--- src/hw/rtl/gn2d_pkg.sv ---
`timescale 1ns / 1ps
// ----------------------------------------------------------------------------
// gn2d_pkg
// Shared constants for the 2D gradient noise pixel unit: field widths,
// register indexes and reset values, and the fixed permutation table.
// ----------------------------------------------------------------------------
package gn2d_pkg;

  localparam int COORD_W       = 17;
  localparam int RES_W         = 16;
  localparam int BAND_W        = 8;
  localparam int NOISE_W       = 16;
  localparam int PIX_W         = 8;
  localparam int CFG_IDX_W     = 2;
  localparam int CFG_DATA_W    = 16;
  localparam int TABLE_SIZE    = 256;
  localparam int CELL_W        = 8;
  localparam int FRAC_BITS_DEF = 16;

  // register indexes on the config port
  localparam logic [CFG_IDX_W-1:0] REG_RESOLUTION = 2'd0;
  localparam logic [CFG_IDX_W-1:0] REG_BAND_LOW   = 2'd1;
  localparam logic [CFG_IDX_W-1:0] REG_BAND_HIGH  = 2'd2;

  localparam logic [RES_W-1:0]  RESOLUTION_RST = 16'd200;
  localparam logic [BAND_W-1:0] BAND_LOW_RST   = 8'd150;
  localparam logic [BAND_W-1:0] BAND_HIGH_RST  = 8'd156;

  // 1/sqrt(2) in Q1.15
  localparam logic [15:0] GRAD_DIAG = 16'd23170;

  localparam logic [PIX_W-1:0] PIX_BLACK = 8'd0;
  localparam logic [PIX_W-1:0] PIX_WHITE = 8'd255;

  localparam logic [7:0] PERM [TABLE_SIZE] = '{
    8'd151,8'd160,8'd137,8'd91,8'd90,8'd15,8'd131,8'd13,8'd201,8'd95,8'd96,8'd53,
    8'd194,8'd233,8'd7,8'd225,8'd140,8'd36,8'd103,8'd30,8'd69,8'd142,8'd8,8'd99,
    8'd37,8'd240,8'd21,8'd10,8'd23,8'd190,8'd6,8'd148,8'd247,8'd120,8'd234,8'd75,
    8'd0,8'd26,8'd197,8'd62,8'd94,8'd252,8'd219,8'd203,8'd117,8'd35,8'd11,8'd32,
    8'd57,8'd177,8'd33,8'd88,8'd237,8'd149,8'd56,8'd87,8'd174,8'd20,8'd125,8'd136,
    8'd171,8'd168,8'd68,8'd175,8'd74,8'd165,8'd71,8'd134,8'd139,8'd48,8'd27,8'd166,
    8'd77,8'd146,8'd158,8'd231,8'd83,8'd111,8'd229,8'd122,8'd60,8'd211,8'd133,8'd230,
    8'd220,8'd105,8'd92,8'd41,8'd55,8'd46,8'd245,8'd40,8'd244,8'd102,8'd143,8'd54,
    8'd65,8'd25,8'd63,8'd161,8'd1,8'd216,8'd80,8'd73,8'd209,8'd76,8'd132,8'd187,
    8'd208,8'd89,8'd18,8'd169,8'd200,8'd196,8'd135,8'd130,8'd116,8'd188,8'd159,8'd86,
    8'd164,8'd100,8'd109,8'd198,8'd173,8'd186,8'd3,8'd64,8'd52,8'd217,8'd226,8'd250,
    8'd124,8'd123,8'd5,8'd202,8'd38,8'd147,8'd118,8'd126,8'd255,8'd82,8'd85,8'd212,
    8'd207,8'd206,8'd59,8'd227,8'd47,8'd16,8'd58,8'd17,8'd182,8'd189,8'd28,8'd42,
    8'd223,8'd183,8'd170,8'd213,8'd119,8'd248,8'd152,8'd2,8'd44,8'd154,8'd163,8'd70,
    8'd221,8'd153,8'd101,8'd155,8'd167,8'd43,8'd172,8'd9,8'd129,8'd22,8'd39,8'd253,
    8'd19,8'd98,8'd108,8'd110,8'd79,8'd113,8'd224,8'd232,8'd178,8'd185,8'd112,8'd104,
    8'd218,8'd246,8'd97,8'd228,8'd251,8'd34,8'd242,8'd193,8'd238,8'd210,8'd144,8'd12,
    8'd191,8'd179,8'd162,8'd241,8'd81,8'd51,8'd145,8'd235,8'd249,8'd14,8'd239,8'd107,
    8'd49,8'd192,8'd214,8'd31,8'd181,8'd199,8'd106,8'd157,8'd184,8'd84,8'd204,8'd176,
    8'd115,8'd121,8'd50,8'd45,8'd127,8'd4,8'd150,8'd254,8'd138,8'd236,8'd205,8'd93,
    8'd222,8'd114,8'd67,8'd29,8'd24,8'd72,8'd243,8'd141,8'd128,8'd195,8'd78,8'd66,
    8'd215,8'd61,8'd156,8'd180
  };

endpackage

--- src/hw/rtl/gn2d_div.sv ---
`timescale 1ns / 1ps
// ----------------------------------------------------------------------------
// gn2d_div
// Pipelined restoring divider, two lanes. Divides {coord, FRAC_BITS zeros}
// by the resolution, one quotient bit per stage; the quotient holds the grid
// cell in its upper bits and the Q0.FRAC_BITS fraction in its lower bits.
// ----------------------------------------------------------------------------
module gn2d_div #(
  parameter int FRAC_BITS = gn2d_pkg::FRAC_BITS_DEF
) (
  input  logic                                   clk,
  input  logic                                   rst,
  input  logic                                   en,
  input  logic                                   in_vld,
  input  logic [gn2d_pkg::COORD_W-1:0]           coord_x,
  input  logic [gn2d_pkg::COORD_W-1:0]           coord_y,
  input  logic [gn2d_pkg::RES_W-1:0]             divisor,
  output logic                                   out_vld,
  output logic [gn2d_pkg::COORD_W+FRAC_BITS-1:0] quot_x,
  output logic [gn2d_pkg::COORD_W+FRAC_BITS-1:0] quot_y
);

  localparam int DW = gn2d_pkg::COORD_W + FRAC_BITS;
  localparam int RW = gn2d_pkg::RES_W;

  logic          vld [DW];
  logic [DW-1:0] nx  [DW];
  logic [DW-1:0] ny  [DW];
  logic [RW-1:0] rx  [DW];
  logic [RW-1:0] ry  [DW];

  genvar k;
  generate
    for (k = 0; k < DW; k++) begin : g_stage
      logic          pv;
      logic [DW-1:0] px, py;
      logic [RW-1:0] prx, pry;
      logic [RW:0]   tx, ty;
      logic          gex, gey;

      if (k == 0) begin : g_first
        assign pv  = in_vld;
        assign px  = {coord_x, {FRAC_BITS{1'b0}}};
        assign py  = {coord_y, {FRAC_BITS{1'b0}}};
        assign prx = '0;
        assign pry = '0;
      end else begin : g_next
        assign pv  = vld[k-1];
        assign px  = nx[k-1];
        assign py  = ny[k-1];
        assign prx = rx[k-1];
        assign pry = ry[k-1];
      end

      // shift in the next dividend bit, subtract when it fits
      assign tx  = {prx, px[DW-1]};
      assign ty  = {pry, py[DW-1]};
      assign gex = tx >= {1'b0, divisor};
      assign gey = ty >= {1'b0, divisor};

      always_ff @(posedge clk) begin
        if (rst) begin
          vld[k] <= 1'b0;
        end else if (en) begin
          vld[k] <= pv;
        end
      end

      always_ff @(posedge clk) begin
        if (en) begin
          nx[k] <= {px[DW-2:0], gex};
          ny[k] <= {py[DW-2:0], gey};
          rx[k] <= gex ? RW'(tx - {1'b0, divisor}) : tx[RW-1:0];
          ry[k] <= gey ? RW'(ty - {1'b0, divisor}) : ty[RW-1:0];
        end
      end
    end
  endgenerate

  assign out_vld = vld[DW-1];
  assign quot_x  = nx[DW-1];
  assign quot_y  = ny[DW-1];

endmodule

--- config.mk ---
export PLATFORM = sky130hd
export DESIGN_NAME = gn2d_div
export DESIGN_NICKNAME = d
export VERILOG_FILES = /design/src/hw/rtl/gn2d_pkg.sv /design/src/hw/rtl/gn2d_div.sv
export SDC_FILE = /design/constraint.sdc
export NUM_CORES = 2
export LEC_CHECK = 0
export BUFFER_PORTS_ARGS = -buffer_cell sky130_fd_sc_hd__buf_2
export CORE_ASPECT_RATIO = 2
export CORE_MARGIN = 4
export CORE_UTILIZATION = 40
export DETAILED_ROUTE_END_ITERATION = 6
export PLACE_DENSITY = 0.58
export SETUP_SLACK_MARGIN = 0.15
export SYNTH_ARGS = -nofsm -noshare
export SYNTH_HDL_FRONTEND = slang
export SYNTH_SLANG_ARGS = --single-unit
--- constraint.sdc ---
create_clock -name clk -period 5.7 [get_ports clk]
set_input_delay 1.425 -clock clk [delete_from_list [all_inputs] [get_ports clk]]
set_output_delay 1.425 -clock clk [all_outputs]
set_load 0.01 [all_outputs]
**Yosys cells after proc, flatten, opt, wreduce, memory -nomap -nowiden**

Memory sizes are Yosys's and may differ from the RTL's.
Index checks and enable logic that the tools add are counted.

- Register bits: 0
- Memory bits (writable): 3267
- Input bits: 54
- Output and inout bits: 67
- Logic and storage cells: 275
- Memories kept: 5

Memories:

| memory | words | bits a word | read ports | clocked after memory_dff | wr ports | line | RTL |
|---|---|---|---|---|---|---|---|
| nx | 33 | 33 | 33 | 0 | 33 | gn2d_div.sv:27 | `logic [DW-1:0] nx [DW];` |
| ny | 33 | 33 | 33 | 0 | 33 | gn2d_div.sv:28 | `logic [DW-1:0] ny [DW];` |
| rx | 33 | 16 | 32 | 0 | 33 | gn2d_div.sv:29 | `logic [RW-1:0] rx [DW];` |
| ry | 33 | 16 | 32 | 0 | 33 | gn2d_div.sv:30 | `logic [RW-1:0] ry [DW];` |
| vld | 33 | 1 | 33 | 0 | 33 | gn2d_div.sv:26 | `logic vld [DW];` |

- $add $sub $neg: 66
- Magnitude comparators: 66
- Multiplexer cells: 105
- Bitwise logic cells: 33

Operators with widths:

| cell | count |
|---|---|
| >= comparator 17 x 16 -> 1 bit | 64 |
| two-way mux 16 bit | 66 |
| subtractor 16 bit | 64 |
| two-way mux 1 bit | 39 |
| OR 1 bit | 33 |
| >= comparator 1 x 16 -> 1 bit | 2 |
| subtractor 1 x 16 -> 16 bit | 2 |

**Depth between registers and ports, before layout**

- Depth after elaboration: 4
- Gate-level depth with buffers: 14
- Gate-level depth less buffers: 12

**Least setup slack after synthesis**

Ideal clock, no wire load.

- Path type: input port to flip-flop
- Start: in divisor[6] (netlist name)
- End: mem ry[0][376] (netlist name) (data pin)
- Setup time: 262 ps
- Arrival: 5486 ps
- Required time: 5438 ps
- Path slack: -49 ps
- Cell stages on the path: 12
- Buffers on the path: 1
- Cell sequence: inv_1 ha_1 a21o_1 a21o_1 a21oi_1 nand2b_1 a21oi_1 a221o_1 o2111a_1 a2111oi_4 buf_6 mux2_1

RTL lines:

| item | line | RTL |
|---|---|---|
| from (decl) | gn2d_div.sv:17 | `input logic [gn2d_pkg::RES_W-1:0] divisor,` |
| to (decl) | gn2d_div.sv:30 |  |

==> metrics.cfg <==
[logic_synthesis]
ys_async_sr_fraction_pct=0
yosys.area_share.simple_pct=8.902
synth_ff_type=edfxtp_1
synth_fa_ha_area_share_pct=11.02
synthTopCellsByArea=edfxtp_1 (58%), ha_1 (10%), mux2_2 (3.1%)
syn-num-nets=11252
ys_seq_elements=2451
muxShareOfSynthArea_pct=3.536
synth_top_area_share_pct=57.62
netlist_area_um2=127700
yosysWarningCount=0
synth_cells=10110
ys_seq_area_share_pct=57.62
synth_top_family_by_area=compound AO/OA/AOI/OAI gates
synth_xor_area_share_pct=4.841
synth_area_per_cell_um2=12.63
synth_cell_type_count=82
synth_edf_count=2451
yosysTopAreaCell=edfxtp_1
synth_compound_area_share_pct=12.51

[setup_path]
critPathTopFamily=compound AO/OA/AOI/OAI gates
r2r_cells=12
slowest_delay_ns=0.60
cp.arrival_ns=5.38
cp_slowest_cell=ha_1
worstPathRequired_ns=6.37
crit_fanout=17
worstPathCellList=buf_2, clkinvlp_4, ha_1, o21a_1, o31a_1, nor4_1, o21ai_1, a21o_1, a41oi_1, a21oi_1, or4_1, buf_4, mux2_2
critPathKind=in -> reg
critPathLaunchType=input pin
path_buf_inv=3
cp.depth=13
cp-end-kind=register

[floorplan]
start_util_pct=40.14
design.core.area_um2=318200
die_x_um=407.6
die-area_um2=329000
ios=121
die_h_um=807.2
rows=293

[grt]
track_usage_pct=19.49
grt_max_degree=169
grt_pass1_wl_um=496700
grt_antenna_before_repair=7
grt.busiest_layer=met2
grt_overflow=0
grtUsageMet3_pct=2.238
grt_use_met1_pct=18.25
grt_pass1_vias=87142
use_met2_pct=38.69

[timing]
fin_crit_sh_pct=82.51
drv_slew=0
fin_skew_ns=0.07673
tns_ns=0
setup_slack_ns=0.9967
setup_violations=0
tightest_slew_ns=1.064
max_freq_ghz=0.2126
relSlewSlack_pct=29.04
rsz0062_at_grt=false
hold_viol_final=0
timing.final.crit_period_ns=4.703

[cts]
cts_buffer_depth=4
cts.repair.resized=0
clk-insertion-delay-late_ns=0.95
cts-hold-fix-buffers=0
post_cts_buffers=0
ctsHtreeMaxLevel=4
root_buffer=clkbuf_16
clk_pin_slew_ns=0.07
cts_buffers=234
cts_tree=yes
clock_sinks=2451

[cells_and_area]
final_common_cell=edfxtp_1
seq_area_um2=73600
multi_input_area_um2=52260
most-common-layout-cells=edfxtp_1 (2451), ha_1 (1026), nand2_1 (786)
fillers=28529
drive_gt1_share_pct=11.57
final_util_pct=45.26
synthToLayoutAreaGrowth_pct=12.74
layout.nets=11746

[drt]
wl_um=328800
wl_per_cell_um=22.02
drt_iter0_drc=4936
first_pass_iters=6
viasPerCell=5.552
antenna_left=0
drc=0
via_count=82900

[placement]
gp_congestion=0.9152
hpwl_um=235100
post-place-ws_ns=0.1371
portBuffers=120

[min_path]
min_delay_path_depth=0
min_path_type=reg -> reg

[power_and_ir_drop]
p_leak_uw=0.05484
vdd.ir_drop.worst_mv=0.3021
fin_total_pwr_uw=84090
p_per_area_nw_per_um2=583.9

[run]
cap_violations=0

[run_status]
status=complete, no violations

per-stage QoR:
step | area (µm²) | hold slack (ns) | std cells
2_1_floorplan | 127800 | 0.4003 | 10110
3_3_place_gp | 136100 | 0.4002 | 14498
3_5_place_dp | 136100 | 0.4045 | 14498
4_1_cts | 144000 | 0.3487 | 14923
5_1_grt | 144000 | 0.3457 | 14932
6_report | 144000 | 0.3511 | 14932
power by group:
part	internal (µW)	switching, µW	leakage [µW]
clock	9240	7060	0.00381
sequential	27200	3380	0.0240
combinational	16600	20600	0.0270
total	53000	31100	0.0548
area by class of cell:
type | count | share of cell area [%]
diodes | 9 | 0.01564
clock buffers | 268 | 4.214
clock inverters | 157 | 1.247
inverters | 351 | 0.9383
multi-input cells | 7134 | 36.29
flip-flops and latches | 2451 | 51.11
well taps | 4130 | 3.588
repair buffers | 432 | 2.601
synth_stat cells, drive strengths merged (130+ instances only):
library cell and count:
edfxtp 2451, ha 1026, o21ai 795, nand2 786
a21oi 620, nor2 570, xnor2 413, mux2 362
inv 350, xor2 293, a21o 261, nor3 193
nor2b 157, clkbuf 154, o21a 154, nand4 138
nand2b 130
state kept, by name (all words and copies together), names as in the netlist:
register and count:
nx 697, ny 697, rx 512, ry 512, vld 33
routing by layer:
metal / vias up / part of all wire, %
met3: 960 / 3.2
li1: 39417 / -
met1: 40636 / 33
met4: 0 / 8.1
met2: 1887 / 55
met5: - / 0
worst paths after layout:
path | slack (ns) | end | start
min | 0.35 | ny[1][234]$_DFFE_PP_ | ny[1][200]$_DFFE_PP_
max | 1.0 | rx[0][243]$_DFFE_PP_ | divisor[2]
max reg2reg | 1.91 | rx[0][243]$_DFFE_PP_ | nx[0][494]$_DFFE_PP_
min reg2reg | 0.35 | ny[1][234]$_DFFE_PP_ | ny[1][200]$_DFFE_PP_
kinds of logic (layout without fill, tap and decap cells):
family                     Yosys count  in the layout
xor gates and xnor gates           706            706
buffers and inverters              525           1208
DFF                               2451           2451
muxes                              406            406
adders and majority gates         1088           1088
and+or+nand+nor                   2390           2390
AOI/OAI and AO/OA                 2544           2544
other                                0              9
(Power assumes the default switching activity.)
